`src/rtl/serial_receive_with_timeouts_defines.svh`:
```
// Assertion helpers used by the receive controller core (srt_core).
// They expand to nothing when SYNTH is defined.
`ifndef SERIAL_RECEIVE_WITH_TIMEOUTS_DEFINES_SVH
`define SERIAL_RECEIVE_WITH_TIMEOUTS_DEFINES_SVH

`ifndef SYNTH
`define SRT_ASSERT(lbl, clk, rst_n, prop, msg) \
    lbl: assert property (@(posedge clk) disable iff (!rst_n) prop) else $error(msg);
`define SRT_ASSERT_NEXT(lbl, clk, rst_n, ante, cons, msg) \
    lbl: assert property (@(posedge clk) disable iff (!rst_n) (ante) |=> (cons)) \
        else $error(msg);
`else
`define SRT_ASSERT(lbl, clk, rst_n, prop, msg)
`define SRT_ASSERT_NEXT(lbl, clk, rst_n, ante, cons, msg)
`endif

`endif

```
`src/rtl/srt_pkg.sv`:
```
package srt_pkg;

    localparam int REQ_W     = 2;
    localparam int COUNT_W   = 12;
    localparam int TIMEOUT_W = 15;
    localparam int BYTE_W    = 8;
    localparam int TICKS_W   = 10;

    localparam logic [REQ_W-1:0] REQ_START = 2'd0;
    localparam logic [REQ_W-1:0] REQ_TICK  = 2'd1;
    localparam logic [REQ_W-1:0] REQ_BYTE  = 2'd2;

    localparam logic [COUNT_W-1:0] MAX_LEN     = 12'd4095;
    localparam logic [BYTE_W-1:0]  INTER_RESET = 8'd4;
    localparam logic [TICKS_W-1:0] ELAPSED_MAX = 10'd1023;

    // ms * 182 / 10000 is computed as (ms * TICK_RECIP) >> TICK_SHIFT, where
    // TICK_RECIP = ceil(91 * 2^28 / 5000). This is exact for every 15-bit ms.
    localparam int RECIP_W    = 23;
    localparam int PROD_W     = TIMEOUT_W + RECIP_W;
    localparam int TICK_SHIFT = 28;
    localparam logic [RECIP_W-1:0] TICK_RECIP = 23'd4885526;
    localparam logic [TICKS_W-1:0] TICK_ADD   = 10'd1;

    typedef struct packed {
        logic [REQ_W-1:0]     req_type;
        logic [COUNT_W-1:0]   wanted_count;
        logic [TIMEOUT_W-1:0] window_ms;
        logic [BYTE_W-1:0]    rx_byte;
    } t_req;

    typedef struct packed {
        logic                 data_valid;
        logic [BYTE_W-1:0]    data_byte;
        logic [COUNT_W-1:0]   byte_index;
        logic                 done_res;
        logic                 timed_out;
        logic [COUNT_W-1:0]   received_count;
    } t_res;

endpackage

```
`src/rtl/srt_req_if.sv`:
```
interface srt_req_if;
    import srt_pkg::*;

    logic                 valid;
    logic                 ready;
    logic [REQ_W-1:0]     req_type;
    logic [COUNT_W-1:0]   wanted_count;
    logic [TIMEOUT_W-1:0] window_ms;
    logic [BYTE_W-1:0]    rx_byte;

    modport source (
        output valid, req_type, wanted_count, window_ms, rx_byte,
        input  ready
    );

    modport sink (
        input  valid, req_type, wanted_count, window_ms, rx_byte,
        output ready
    );
endinterface

```
`src/rtl/srt_res_if.sv`:
```
interface srt_res_if;
    import srt_pkg::*;

    logic               valid;
    logic               ready;
    logic               data_valid;
    logic [BYTE_W-1:0]  data_byte;
    logic [COUNT_W-1:0] byte_index;
    logic               done_res;
    logic               timed_out;
    logic [COUNT_W-1:0] received_count;

    modport source (
        output valid, data_valid, data_byte, byte_index, done_res, timed_out,
               received_count,
        input  ready
    );

    modport sink (
        input  valid, data_valid, data_byte, byte_index, done_res, timed_out,
               received_count,
        output ready
    );
endinterface

```
`src/rtl/srt_limit_calc.sv`:
```
module srt_limit_calc (
    input  logic [srt_pkg::TIMEOUT_W-1:0] i_window_ms,
    output logic [srt_pkg::TICKS_W-1:0]   o_first_limit
);
    import srt_pkg::*;

    logic [PROD_W-1:0]  product;
    logic [TICKS_W-1:0] quotient;

    assign product       = PROD_W'(i_window_ms) * PROD_W'(TICK_RECIP);
    assign quotient      = product[TICK_SHIFT +: TICKS_W];
    assign o_first_limit = quotient + TICK_ADD;
endmodule

```
`src/rtl/srt_core.sv`:
```
`include "serial_receive_with_timeouts_defines.svh"

module srt_core (
    input  logic                        i_clk,
    input  logic                        i_rst_n,
    input  logic                        i_fire,
    input  srt_pkg::t_req               i_item,
    input  logic [srt_pkg::BYTE_W-1:0]  i_inter_ticks,
    input  logic [srt_pkg::TICKS_W-1:0] i_first_limit,
    output logic                        o_res_valid,
    output srt_pkg::t_res               o_res
);
    import srt_pkg::*;

    logic               r_active,        n_active;
    logic [COUNT_W-1:0] r_target_count,  n_target_count;
    logic [COUNT_W-1:0] r_got_count,     n_got_count;
    logic [TICKS_W-1:0] r_first_limit,   n_first_limit;
    logic [TICKS_W-1:0] r_elapsed_ticks, n_elapsed_ticks;

    logic [COUNT_W-1:0] want_clamped;
    logic [TICKS_W-1:0] tick_limit;
    logic [TICKS_W-1:0] elapsed_inc;
    logic [COUNT_W-1:0] got_inc;

    assign want_clamped = (i_item.wanted_count > MAX_LEN) ? MAX_LEN : i_item.wanted_count;
    assign tick_limit   = (r_got_count == '0) ? r_first_limit : TICKS_W'(i_inter_ticks);
    assign elapsed_inc  = (r_elapsed_ticks < ELAPSED_MAX) ? r_elapsed_ticks + 10'd1
                                                          : r_elapsed_ticks;
    assign got_inc      = r_got_count + 12'd1;

    always_comb begin
        n_active        = r_active;
        n_target_count  = r_target_count;
        n_got_count     = r_got_count;
        n_first_limit   = r_first_limit;
        n_elapsed_ticks = r_elapsed_ticks;
        o_res_valid     = 1'b0;
        o_res           = '0;

        if (i_fire) begin
            if (i_item.req_type == REQ_START) begin
                n_got_count     = '0;
                n_elapsed_ticks = '0;
                n_target_count  = want_clamped;
                n_first_limit   = i_first_limit;
                if (want_clamped == '0) begin
                    // An empty read finishes on the spot.
                    n_active       = 1'b0;
                    o_res_valid    = 1'b1;
                    o_res.done_res = 1'b1;
                end else begin
                    n_active = 1'b1;
                end
            end else if (r_active && i_item.req_type == REQ_TICK) begin
                n_elapsed_ticks = elapsed_inc;
                if (elapsed_inc >= tick_limit) begin
                    n_active             = 1'b0;
                    o_res_valid          = 1'b1;
                    o_res.done_res       = 1'b1;
                    o_res.timed_out      = 1'b1;
                    o_res.received_count = r_got_count;
                end
            end else if (r_active && i_item.req_type == REQ_BYTE) begin
                n_got_count      = got_inc;
                n_elapsed_ticks  = '0;
                o_res_valid      = 1'b1;
                o_res.data_valid = 1'b1;
                o_res.data_byte  = i_item.rx_byte;
                o_res.byte_index = r_got_count;
                if (got_inc >= r_target_count) begin
                    n_active             = 1'b0;
                    o_res.done_res       = 1'b1;
                    o_res.received_count = got_inc;
                end
            end
        end
    end

    always_ff @(posedge i_clk) begin
        if (!i_rst_n) begin
            r_active        <= 1'b0;
            r_target_count  <= '0;
            r_got_count     <= '0;
            r_first_limit   <= '0;
            r_elapsed_ticks <= '0;
        end else begin
            r_active        <= n_active;
            r_target_count  <= n_target_count;
            r_got_count     <= n_got_count;
            r_first_limit   <= n_first_limit;
            r_elapsed_ticks <= n_elapsed_ticks;
        end
    end

    `SRT_ASSERT_NEXT(a_done_ends_read, i_clk, i_rst_n, o_res_valid && o_res.done_res, !r_active, "read still active after completion")
    `SRT_ASSERT_NEXT(a_byte_counts, i_clk, i_rst_n, i_fire && r_active && i_item.req_type == REQ_BYTE, r_got_count == $past(r_got_count) + 12'd1, "byte did not advance the count")
    `SRT_ASSERT(a_count_below_target, i_clk, i_rst_n, r_active |-> (r_got_count < r_target_count), "active read has reached its target")
endmodule

```
`src/rtl/serial_receive_with_timeouts.sv`:
```
// An accepted beat waits in the input register and, when it fires, its result is
// registered; beats that cause no result leave no trace on the output.
// Throughput: one beat per cycle, set by the input register and result register.
// While a result waits, the input register takes one more beat and then stalls.
// Reset (synchronous, active low) ends any read, empties both registers and sets
// the inter-byte tick limit to 4.
module serial_receive_with_timeouts (
    input  logic                       i_clk,
    input  logic                       i_rst_n,
    input  logic                       i_cfg_we,
    input  logic [srt_pkg::BYTE_W-1:0] i_cfg_data,
    srt_req_if.sink                    i_req,
    srt_res_if.source                  o_res
);
    import srt_pkg::*;

    logic [BYTE_W-1:0] r_inter_ticks;
    logic              r_in_valid;
    t_req              r_in;
    logic              r_out_valid;
    t_res              r_out;

    logic               out_free;
    logic               fire;
    logic               in_accept;
    logic [TICKS_W-1:0] first_limit;
    logic               core_valid;
    t_res               core_res;

    assign out_free    = !r_out_valid || o_res.ready;
    assign fire        = r_in_valid && out_free;
    assign i_req.ready = !r_in_valid || out_free;
    assign in_accept   = i_req.valid && i_req.ready;

    always_ff @(posedge i_clk) begin
        if (!i_rst_n) begin
            r_inter_ticks <= INTER_RESET;
        end else if (i_cfg_we) begin
            r_inter_ticks <= i_cfg_data;
        end
    end

    always_ff @(posedge i_clk) begin
        if (!i_rst_n) begin
            r_in_valid <= 1'b0;
        end else if (in_accept) begin
            r_in_valid <= 1'b1;
        end else if (fire) begin
            r_in_valid <= 1'b0;
        end
    end

    always_ff @(posedge i_clk) begin
        if (in_accept) begin
            r_in.req_type     <= i_req.req_type;
            r_in.wanted_count <= i_req.wanted_count;
            r_in.window_ms    <= i_req.window_ms;
            r_in.rx_byte      <= i_req.rx_byte;
        end
    end

    srt_limit_calc u_limit (
        .i_window_ms   (r_in.window_ms),
        .o_first_limit (first_limit)
    );

    srt_core u_core (
        .i_clk         (i_clk),
        .i_rst_n       (i_rst_n),
        .i_fire        (fire),
        .i_item        (r_in),
        .i_inter_ticks (r_inter_ticks),
        .i_first_limit (first_limit),
        .o_res_valid   (core_valid),
        .o_res         (core_res)
    );

    always_ff @(posedge i_clk) begin
        if (!i_rst_n) begin
            r_out_valid <= 1'b0;
        end else if (fire && core_valid) begin
            r_out_valid <= 1'b1;
        end else if (o_res.ready) begin
            r_out_valid <= 1'b0;
        end
    end

    always_ff @(posedge i_clk) begin
        if (fire && core_valid) begin
            r_out <= core_res;
        end
    end

    assign o_res.valid          = r_out_valid;
    assign o_res.data_valid     = r_out.data_valid;
    assign o_res.data_byte      = r_out.data_byte;
    assign o_res.byte_index     = r_out.byte_index;
    assign o_res.done_res       = r_out.done_res;
    assign o_res.timed_out      = r_out.timed_out;
    assign o_res.received_count = r_out.received_count;
endmodule
```
`src/flat_wrapper.sv`:
```
// flat-port wrapper written by rule: the top's interface ports become plain ports
module serial_receive_with_timeouts_flat import srt_pkg::*;
  (i_clk, i_rst_n, i_cfg_we, i_cfg_data, i_req_valid, i_req_req_type, i_req_wanted_count, i_req_window_ms, i_req_rx_byte, i_req_ready, o_res_valid, o_res_data_valid, o_res_data_byte, o_res_byte_index, o_res_done_res, o_res_timed_out, o_res_received_count, o_res_ready);
  srt_req_if i_req_i ();
  srt_res_if o_res_i ();
  input  logic i_clk;
  input  logic i_rst_n;
  input  logic i_cfg_we;
  input  logic [srt_pkg::BYTE_W-1:0] i_cfg_data;
  input wire logic [$bits(i_req_i.valid)-1:0] i_req_valid;
  input wire logic [$bits(i_req_i.req_type)-1:0] i_req_req_type;
  input wire logic [$bits(i_req_i.wanted_count)-1:0] i_req_wanted_count;
  input wire logic [$bits(i_req_i.window_ms)-1:0] i_req_window_ms;
  input wire logic [$bits(i_req_i.rx_byte)-1:0] i_req_rx_byte;
  output wire logic [$bits(i_req_i.ready)-1:0] i_req_ready;
  output wire logic [$bits(o_res_i.valid)-1:0] o_res_valid;
  output wire logic [$bits(o_res_i.data_valid)-1:0] o_res_data_valid;
  output wire logic [$bits(o_res_i.data_byte)-1:0] o_res_data_byte;
  output wire logic [$bits(o_res_i.byte_index)-1:0] o_res_byte_index;
  output wire logic [$bits(o_res_i.done_res)-1:0] o_res_done_res;
  output wire logic [$bits(o_res_i.timed_out)-1:0] o_res_timed_out;
  output wire logic [$bits(o_res_i.received_count)-1:0] o_res_received_count;
  input wire logic [$bits(o_res_i.ready)-1:0] o_res_ready;
  assign i_req_i.valid = i_req_valid;
  assign i_req_i.req_type = i_req_req_type;
  assign i_req_i.wanted_count = i_req_wanted_count;
  assign i_req_i.window_ms = i_req_window_ms;
  assign i_req_i.rx_byte = i_req_rx_byte;
  assign i_req_ready = i_req_i.ready;
  assign o_res_valid = o_res_i.valid;
  assign o_res_data_valid = o_res_i.data_valid;
  assign o_res_data_byte = o_res_i.data_byte;
  assign o_res_byte_index = o_res_i.byte_index;
  assign o_res_done_res = o_res_i.done_res;
  assign o_res_timed_out = o_res_i.timed_out;
  assign o_res_received_count = o_res_i.received_count;
  assign o_res_i.ready = o_res_ready;
  serial_receive_with_timeouts u_core (.i_clk(i_clk), .i_rst_n(i_rst_n), .i_cfg_we(i_cfg_we), .i_cfg_data(i_cfg_data), .i_req(i_req_i), .o_res(o_res_i));
endmodule
```
`config.mk`:
```
export PLATFORM = sky130hd
export DESIGN_NAME = serial_receive_with_timeouts_flat
export DESIGN_NICKNAME = d
export VERILOG_FILES = /design/src/rtl/srt_pkg.sv /design/src/rtl/srt_req_if.sv /design/src/rtl/srt_res_if.sv /design/src/rtl/srt_limit_calc.sv /design/src/rtl/srt_core.sv /design/src/rtl/serial_receive_with_timeouts.sv /design/src/flat_wrapper.sv
export VERILOG_INCLUDE_DIRS = /design/src /design/src/rtl
export SDC_FILE = /design/constraint.sdc
export NUM_CORES = 1
export LEC_CHECK = 0
export ABC_CLOCK_PERIOD_IN_PS = 6900
export BUFFER_PORTS_ARGS = -buffer_cell sky130_fd_sc_hd__buf_2
export CORE_ASPECT_RATIO = 1.5
export CORE_MARGIN = 2
export CORE_UTILIZATION = 43
export DETAILED_ROUTE_END_ITERATION = 8
export SETUP_SLACK_MARGIN = 0.1
export SKIP_CTS_REPAIR_TIMING = 1
export SLEW_MARGIN = 30
export SYNTH_ARGS = -nofsm -noshare
export SYNTH_HDL_FRONTEND = slang
export SYNTH_HIERARCHICAL = 1
export SYNTH_SLANG_ARGS = --single-unit
```
`constraint.sdc`:
```
create_clock -name i_clk -period 6.9 [get_ports i_clk]
set_input_delay 0.69 -clock i_clk [delete_from_list [all_inputs] [get_ports i_clk]]
set_output_delay 0.69 -clock i_clk [all_outputs]
set_load 0.01 [all_outputs]
```
### After elaboration in Yosys (flattened, before gate mapping)

Index checks and enable logic that the tools add are counted.
Widths: inputs -> output; s select.

* input port bits: 50
* logic and storage cells: 91
* register bits: 127
* output and inout bits: 37

* muxes and demuxes: 33
* eq/ne operators: 4
* add/sub/neg operators: 3
* reduce and logical (&&, ||, !) cells: 25
* multiply operators: 1
* magnitude comparators: 4
* bitwise gates (word level): 3

Operators by type and width (number)
* $mux 12: 7
* $mux 10: 5
* $mul 15x22->37 const B: 1
* $logic_not 12->1: 2
* $mux 22: 1
* $add 10x1->10 const B: 2
* $mux 1: 19
* $mux 14: 1
* $add 12x1->12 const B: 1
* $ge 12x12->1: 1
* $gt 12x12->1 const B: 1
* $ge 10x10->1: 1
* $lt 10x10->1 const B: 1
* $reduce_bool 2->1: 3
* $reduce_bool 3->1: 2
* $reduce_or 3->1: 2
* $logic_and 1x1->1: 5
* $reduce_and 2->1: 2
* $reduce_and 4->1: 1
* $reduce_or 4->1: 1
* $ne 3x2->1 const B: 1
* $not 1->1: 3
* $reduce_and 3->1: 1
* $eq 2x1->1 const B: 1
* 6 further kinds: 8

### Longest topological paths before layout

Gate-level depths: netlist (run 1).

* depth after elaboration: 9
* depth in mapped cells: 25
* mapped depth without buffers: 24

### By module

Netlist (run 1), hierarchy kept.

By module, submodules not included
* srt_limit_calc: times used 1, area an instance 5185.0 um^2, cells an instance 569
* srt_core: times used 1, area an instance 3335.7 um^2, cells an instance 427
* serial_receive_with_timeouts: times used 1, area an instance 2563.7 um^2, cells an instance 111

### Worst setup path before layout (run 1)

Ideal clock, no wire load.

* kind: register to register
* from: register u_core/r_in[16] (netlist bit)
* to: register u_core.u_core.r_first_limit[8]
* period minus slack after synthesis: 6029 ps
* path buffers: 0
* stages on the path, launching flop included: 23
* data required time: 6778 ps
* setup slack: 871 ps
* data arrival time: 5907 ps
* cells stage by stage: edfxtp_1 > ha_1 > inv_1 > ha_1 > fa_1 > inv_1 > fa_1 > inv_1 > fa_1 > fa_1 > ha_1 > a21oi_1 > o21ai_0 > nor3b_1 > o221ai_2 > nor4bb_1 > nand3b_2 > nor4_1 > or4_1 > a311o_1 > or3_1 > nand2_1 > a21boi_0

* word-level cells in the longest chain between the ends: 2

Ends and longest elaborated chain
* from (decl): line serial_receive_with_timeouts.sv:19 `t_req r_in;`
* $mul 15x22->37: line srt_limit_calc.sv:10 `assign product = PROD_W'(i_window_ms) * PROD_W'(TICK_RECIP);`
* $add 10x1->10: line srt_limit_calc.sv:12 `assign o_first_limit = quotient + TICK_ADD;`
* named net u_core.first_limit[8]: line serial_receive_with_timeouts.sv:26 `logic [TICKS_W-1:0] first_limit;`
* to (signal assigned): line srt_core.sv:91 `r_first_limit <= n_first_limit;`
* to (decl): line srt_core.sv:18 `logic [TICKS_W-1:0] r_first_limit, n_first_limit;`

The timed path passes the listed nets, and every way through them passes these cells.
A chain may end at the register's enable or synchronous reset.

### Worst setup path after layout (run 1)

Same ends and word-level chain as after synthesis.

==> metrics.yaml, run 1 <==
outcome: "finished, final reports clean"
overflow: 0
yosysUniqueCellTypes: 89
post-route-min-period_ns: 6.50
clk_root_buffer_cell: "clkbuf_16"
crit_type: "reg2reg"
syn_to_final_growth_pct: 12.9
viasPerCell: 5.28
pin_count: 87
synth_area_um2: 11100
r2r-end: "u_core/u_core/r_first_limit[8]$_SDFFE_PN0P_"
core_region_area_um2: 25600
setup.worst_path.start: "u_core/r_in[16]$_DFFE_PP_"
hold_class: "in2reg"
yosysWarnings: 6
final_cell_area_um2: 12500
grt_use_total: 0.197
cts_buffer_depth: 2
reg2reg_from: "u_core/r_in[16]$_DFFE_PP_"
die_w_um: 135
die-area_um2: 27100
place_hpwl_um: 20900
pre_cts_slack_ns: 0.385
worstPathArrival_ns: 6.81
setup_tns_ns: 0
p_clk_frac: 0.182
antennaDiodeCount: 0
p_seq_frac: 0.173
r2r_cells: 23
synth_top_area_cell: "ha_1"
rows: 72
synth_commonest_cells: "ha_1 (187), inv_1 (162), nand2_1 (98)"
yosys.cell_count.top_type: "ha_1"
slew_viol_final: 0
worst_slew_pin_slew_ns: 0.891
drcViolationCount: 0
clock_sinks: 127
htreeDepth: 4
crit_end: "u_core/u_core/r_first_limit[8]$_SDFFE_PN0P_"
fmax_ghz: 0.154
cts_tree: "done"
cp_max_fo: 9
report.power.total_mw: 5.01
drive_above_1_share: 0.145
end_kind: "flip-flop"
port_buffers: 86
synthTopCellsByArea: "ha_1 (21%), edfxtp_1 (20%), fa_1 (12%), dfxtp_1 (9.9%), inv_1 (5.5%)"
dieHeight_um: 201
synth.avg_cell_area_um2: 10.0
yosysTopAreaCellShare: 0.211
switching_power_mw: 2.30
gp_congestion: 0.922
first_pass_iters: 5
async_flop_share: 0
rsz0062_at_grt: "false"
wirelength_um: 25600
synth_edf_count: 72
clkSlewWorstSetupHoldPaths_ns: 0.07
stdcell_count: 1541
min_path_cells: 1
num_vias: 8144
worstSkewPairLatency_ns: 0.43
worstPathRequired_ns: 7.21
cts_buffers: 17
fin_crit_sh: 0.942
whs_ns: 0.432
fin_worst_skew_ns: 0.00850
comb_power_share: 0.645
dpl_cell_area_um2: 11800
power.density_nw_per_um2: 400
start_util: 0.433
intPower_mw: 2.71
ir_drop_uv: 267
finalHoldViolCount: 0
power.static_leakage_nw: 5.78
drt_iter0_markers: 343
setup.worst_path.start_class: "flip-flop"
fillCellCount: 2419
seq_area_um2: 3260
ys.flop_type: "edfxtp_1"
grt_pass1_vias: 8313
syn-instance-count: 1107
fin_util: 0.489
final_nets: 1496
maxCapViolCount: 0
sw_frac_of_total: 0.460
multi_input_area_um2: 7070
ant_nets: 0
setup_viol: 0
dp_cells: 1497
ys_ff_latch: 127
antenna_found_initial: 0
grt_max_degree: 64
synth_fp_nets: 1408
wl_per_cell_um: 16.6
fin_ws_ns: 0.402
relSlewSlack: 0.405
r2r_slack_ns: 0.40
ys_seq_area_frac: 0.294
grt_pass1_wl_um: 41600
-- final cells by class --
cell class,count,area share
Clock inverter,13,0.0122
Tap cell,333,0.0333
Timing Repair Buffer,103,0.0448
Clock buffer,19,0.0354
Sequential cell,127,0.261
Multi-Input combinational cell,783,0.565
Inverter,163,0.0489
-- worst min path at each step --
stage / start / to / slack [ns]
after floorplan: u_core/r_inter_ticks[2]$_SDFFE_PN1P_ / u_core/r_inter_ticks[2]$_SDFFE_PN1P_ / 0.44
after global placement: u_core/u_core/r_target_count[11]$_SDFFE_PN0P_ / u_core/u_core/r_target_count[11]$_SDFFE_PN0P_ / 0.45
after detailed placement: u_core/u_core/r_first_limit[5]$_SDFFE_PN0P_ / u_core/u_core/r_first_limit[5]$_SDFFE_PN0P_ / 0.46
after CTS: i_req_window_ms[6] / u_core/r_in[14]$_DFFE_PP_ / 0.41
after global routing: i_req_window_ms[1] / u_core/r_in[9]$_DFFE_PP_ / 0.41
final: i_req_window_ms[6] / u_core/r_in[14]$_DFFE_PP_ / 0.43
-- worst max-delay path: stages (launching register included) --
cell and delay, ns:
edfxtp_1 0.50, ha_1 0.33, inv_1 0.04, ha_1 0.32
fa_1 0.49, inv_1 0.06, fa_1 0.53, inv_1 0.05
fa_1 0.58, fa_1 0.45, ha_1 0.39, a21oi_1 0.20
o21ai_0 0.11, nor3b_1 0.26, o221ai_2 0.17, buf_4 0.18
o21ai_2 0.19, nand3b_4 0.16, mux2i_1 0.16, or4_1 0.46
a311o_1 0.33, or3_1 0.30, nand2_1 0.06, a21boi_0 0.07
-- kinds of logic (layout without fill, tap and decap cells) --
logic type | after synthesis | after routing | share of synthesized area
mux | 19 | 19 | 0.0173
compound gates | 187 | 187 | 0.121
fa+ha+maj | 251 | 251 | 0.327
buf+inv | 197 | 298 | 0.0710
flops | 127 | 127 | 0.294
simple gates | 297 | 297 | 0.145
xor+xnor | 29 | 29 | 0.0243
-- flip-flops by register name, indices dropped and copies added (netlist names), 10 cells and up --
| name | count |
|---|---|
| u_core/u_core/r_target_count | 12 |
| u_core/u_core/r_got_count | 12 |
| u_core/u_core/r_first_limit | 10 |
| u_core/o_res.received_count | 12 |
| u_core/u_core/r_elapsed_ticks | 10 |
| u_core/o_res.byte_index | 12 |
| u_core/r_in | 37 |
-- layer usage --
layer,track usage,up-vias,routed length [um]
li1,-,4029,-
met1,0.202,3911,9260
met2,0.381,159,14600
met3,0.0323,45,763
met4,0.0889,0,1000
met5,0,-,0
-- power groups by stage --
| stage | sequential, mW | clock, mW | combinational, mW |
|---|---|---|---|
| after floorplan | 0.871 | 0 | 2.42 |
| after global placement | 0.882 | 0 | 3.19 |
| after detailed placement | 0.883 | 0 | 3.21 |
| after CTS | 0.867 | 0.929 | 3.23 |
| after global routing | 0.869 | 0.963 | 3.64 |
| final | 0.865 | 0.910 | 3.23 |
-- layout by cell type (no fill, tap or decap), types with 31 or more instances in the layout --
| cell | count |
|---|---|
| edfxtp_1 | 72 |
| nor2_1 | 37 |
| buf_2 | 85 |
| a21oi_1 | 43 |
| dfxtp_1 | 55 |
| ha_1 | 187 |
| fa_1 | 64 |
| a21boi_0 | 31 |
| nand2_1 | 98 |
| inv_1 | 162 |
Power figures use the tool's default switching activity.
==> inputs of run 2 (changes only) <==
REMOVE_ABC_BUFFERS = 1   (was unset)
==> run 2 against run 1 <==
  * Clock skew increased by 0.0039 ns
  * Worst hold slack improved by 0.0070 ns
  * Worst setup slack got worse by 0.0023 ns
  * Count of clock-buffer cells in the layout decreased by 2
  * Sequential power decreased by 0.5%
  * Critical endpoint unchanged
  * Highest routed layer unchanged
  * Via count about the same
  * Largest cell class unchanged
  * Non-clock buffer count increased by 7
==> metrics.yaml, run 2 (synthesized netlist as in run 1, its figures left out) <==
setup.worst_path.start_class: "flip-flop"
power.static_leakage_nw: 5.83  # +0.82%
fin_util: 0.493  # +0.00377
r2r_cells: 22  # -4.3%
drcViolationCount: 0  # unchanged
end_kind: "flip-flop"
r2r-end: "u_core/u_core/r_first_limit[8]$_SDFFE_PN0P_"
slowest_delay_ns: 0.56  # -0.02 ns
rows: 72  # unchanged
fillCellCount: 2419  # unchanged
outcome: "finished, final reports clean"
dp_cells: 1498  # +0.067%
cts_buffers: 17  # unchanged
cts_buffer_depth: 2  # unchanged
power.density_nw_per_um2: 403  # +0.66%
critPathTopFamily: "adder cells"
gp_congestion: 0.896  # -2.8%
stdcell_count: 1550  # +0.58%
final_nets: 1503  # +0.47%
finalHoldViolCount: 0  # unchanged
largest_register_ffs: 37  # unchanged
worstSkewPairLatency_ns: 0.42  # about the same
crit_end: "u_core/u_core/r_first_limit[8]$_SDFFE_PN0P_"
cp_max_fo: 7  # -2
path_buf_inv: 3  # -1
pre_cts_slack_ns: 0.379  # -0.00548 ns
grt_max_degree: 64  # unchanged
grt_use_total: 0.196  # -0.000583
multi_input_area_um2: 7070  # about the same
setup_viol: 0  # unchanged
slew_viol_final: 0  # unchanged
start_util: 0.433  # unchanged
dieHeight_um: 201  # unchanged
r2r_slack_ns: 0.40  # about the same
grt_pass1_vias: 8321  # +0.096%
drt_iter0_markers: 330  # -3.8%
place_hpwl_um: 21000  # +0.58%
port_buffers: 86  # unchanged
ir_drop_uv: 334  # +25%
post-route-min-period_ns: 6.50  # +0.00230 ns
fmax_ghz: 0.154  # about the same
clock_sinks: 127  # unchanged
viasPerCell: 5.26  # -0.56%
die-area_um2: 27100  # unchanged
syn_to_final_growth_pct: 13.8
mostFrequentLayoutCell: "ha_1"
path_cells: "ha_1, inv_1, ha_1, fa_1, inv_1, fa_1, inv_1, fa_1, fa_1, ha_1, a21oi_1, o21ai_0, nor3b_1, o221ai_2, nor4bb_1, nand3b_2, nor4_1, or4_1, a311o_1, or3_1, nand2_1, a21boi_0"
maxCapViolCount: 0  # unchanged
grt_pass1_wl_um: 41500  # -0.41%
worstPathArrival_ns: 6.80  # about the same
relSlewSlack: 0.418  # +0.0133
hold_class: "in2reg"
crit_type: "reg2reg"
pin_count: 87  # unchanged
clkSlewWorstSetupHoldPaths_ns: 0.06  # about the same
core_region_area_um2: 25600  # unchanged
htreeDepth: 4  # unchanged
antenna_found_initial: 2  # +2
cts_tree: "done"
fin_worst_skew_ns: 0.0124  # +0.00387 ns
seq_area_um2: 3260  # unchanged
num_vias: 8146  # +0.025%
die_w_um: 135  # unchanged
setup.worst_path.start: "u_core/r_in[16]$_DFFE_PP_"
wirelength_um: 25800  # +0.67%
regMostFlops: "u_core/r_in"
overflow: 0  # unchanged
cpMostUsedCell: "fa_1"
layout_common_cells: "ha_1 (187), inv_1 (162), nand2_1 (98)"
rsz0062_at_grt: "false"
first_pass_iters: 5  # unchanged
fin_crit_sh: 0.942  # about the same
cp_slowest_cell: "fa_1"
cp.depth: 22  # -4.3%
fin_ws_ns: 0.400  # -0.00230 ns
drive_above_1_share: 0.150  # +0.00493
worst_slew_pin_slew_ns: 0.871  # -0.0200 ns
wl_per_cell_um: 16.6  # about the same
reg2reg_from: "u_core/r_in[16]$_DFFE_PP_"
setup_tns_ns: 0  # unchanged
worstPathRequired_ns: 7.20  # about the same
clk_root_buffer_cell: "clkbuf_16"
ant_nets: 0  # unchanged
==> run 2: layer usage <==
metal	vias up	GRT usage	share of wire
met1	3903	0.198	0.37
met4	0	0.102	0.050
li1	4042	-	-
met5	-	0	0
met3	56	0.0283	0.022
met2	145	0.381	0.56
==> run 2: worst min path at each step <==
stage | to | from | slack (ns) | cells after the start
global route | u_core/r_in[13]$_DFFE_PP_ | i_req_window_ms[5] | 0.42 | 1
floorplan | u_core/r_inter_ticks[2]$_SDFFE_PN1P_ | u_core/r_inter_ticks[2]$_SDFFE_PN1P_ | 0.44 | 2
detailed placement | u_core/u_core/r_target_count[11]$_SDFFE_PN0P_ | u_core/u_core/r_target_count[11]$_SDFFE_PN0P_ | 0.46 | 2
global placement | u_core/u_core/r_target_count[11]$_SDFFE_PN0P_ | u_core/u_core/r_target_count[11]$_SDFFE_PN0P_ | 0.46 | 2
CTS | u_core/r_in[1]$_DFFE_PP_ | i_req_rx_byte[1] | 0.41 | 1
finish | u_core/r_in[19]$_DFFE_PP_ | i_req_window_ms[11] | 0.44 | 1
==> run 2: through the flow <==
step / total power, mW / hold WS [ns] / instance area (um^2)
4_1_cts: 5.05 / 0.413 / 12400
3_3_place_gp: 4.07 / 0.456 / 11800
2_1_floorplan: 3.28 / 0.440 / 10900
3_5_place_dp: 4.10 / 0.459 / 11800
5_1_grt: 5.53 / 0.424 / 12600
6_report: 5.08 / 0.439 / 12600
==> run 2: report_power, final <==
part / internal, mW / switching, mW
logic: 1.35 / 1.95
registers: 0.833 / 0.0278
clock network: 0.572 / 0.347
total: 2.75 / 2.33
==> run 2: final cells by class <==
class                           count  share of cell area
Inverter                          163              0.0485
Clock inverter                     15              0.0147
Multi-Input combinational cell    783               0.561
Antenna cell                        2            0.000397
Tap cell                          333              0.0330
Clock buffer                       17              0.0337
Timing Repair Buffer              110              0.0502
Sequential cell                   127               0.259
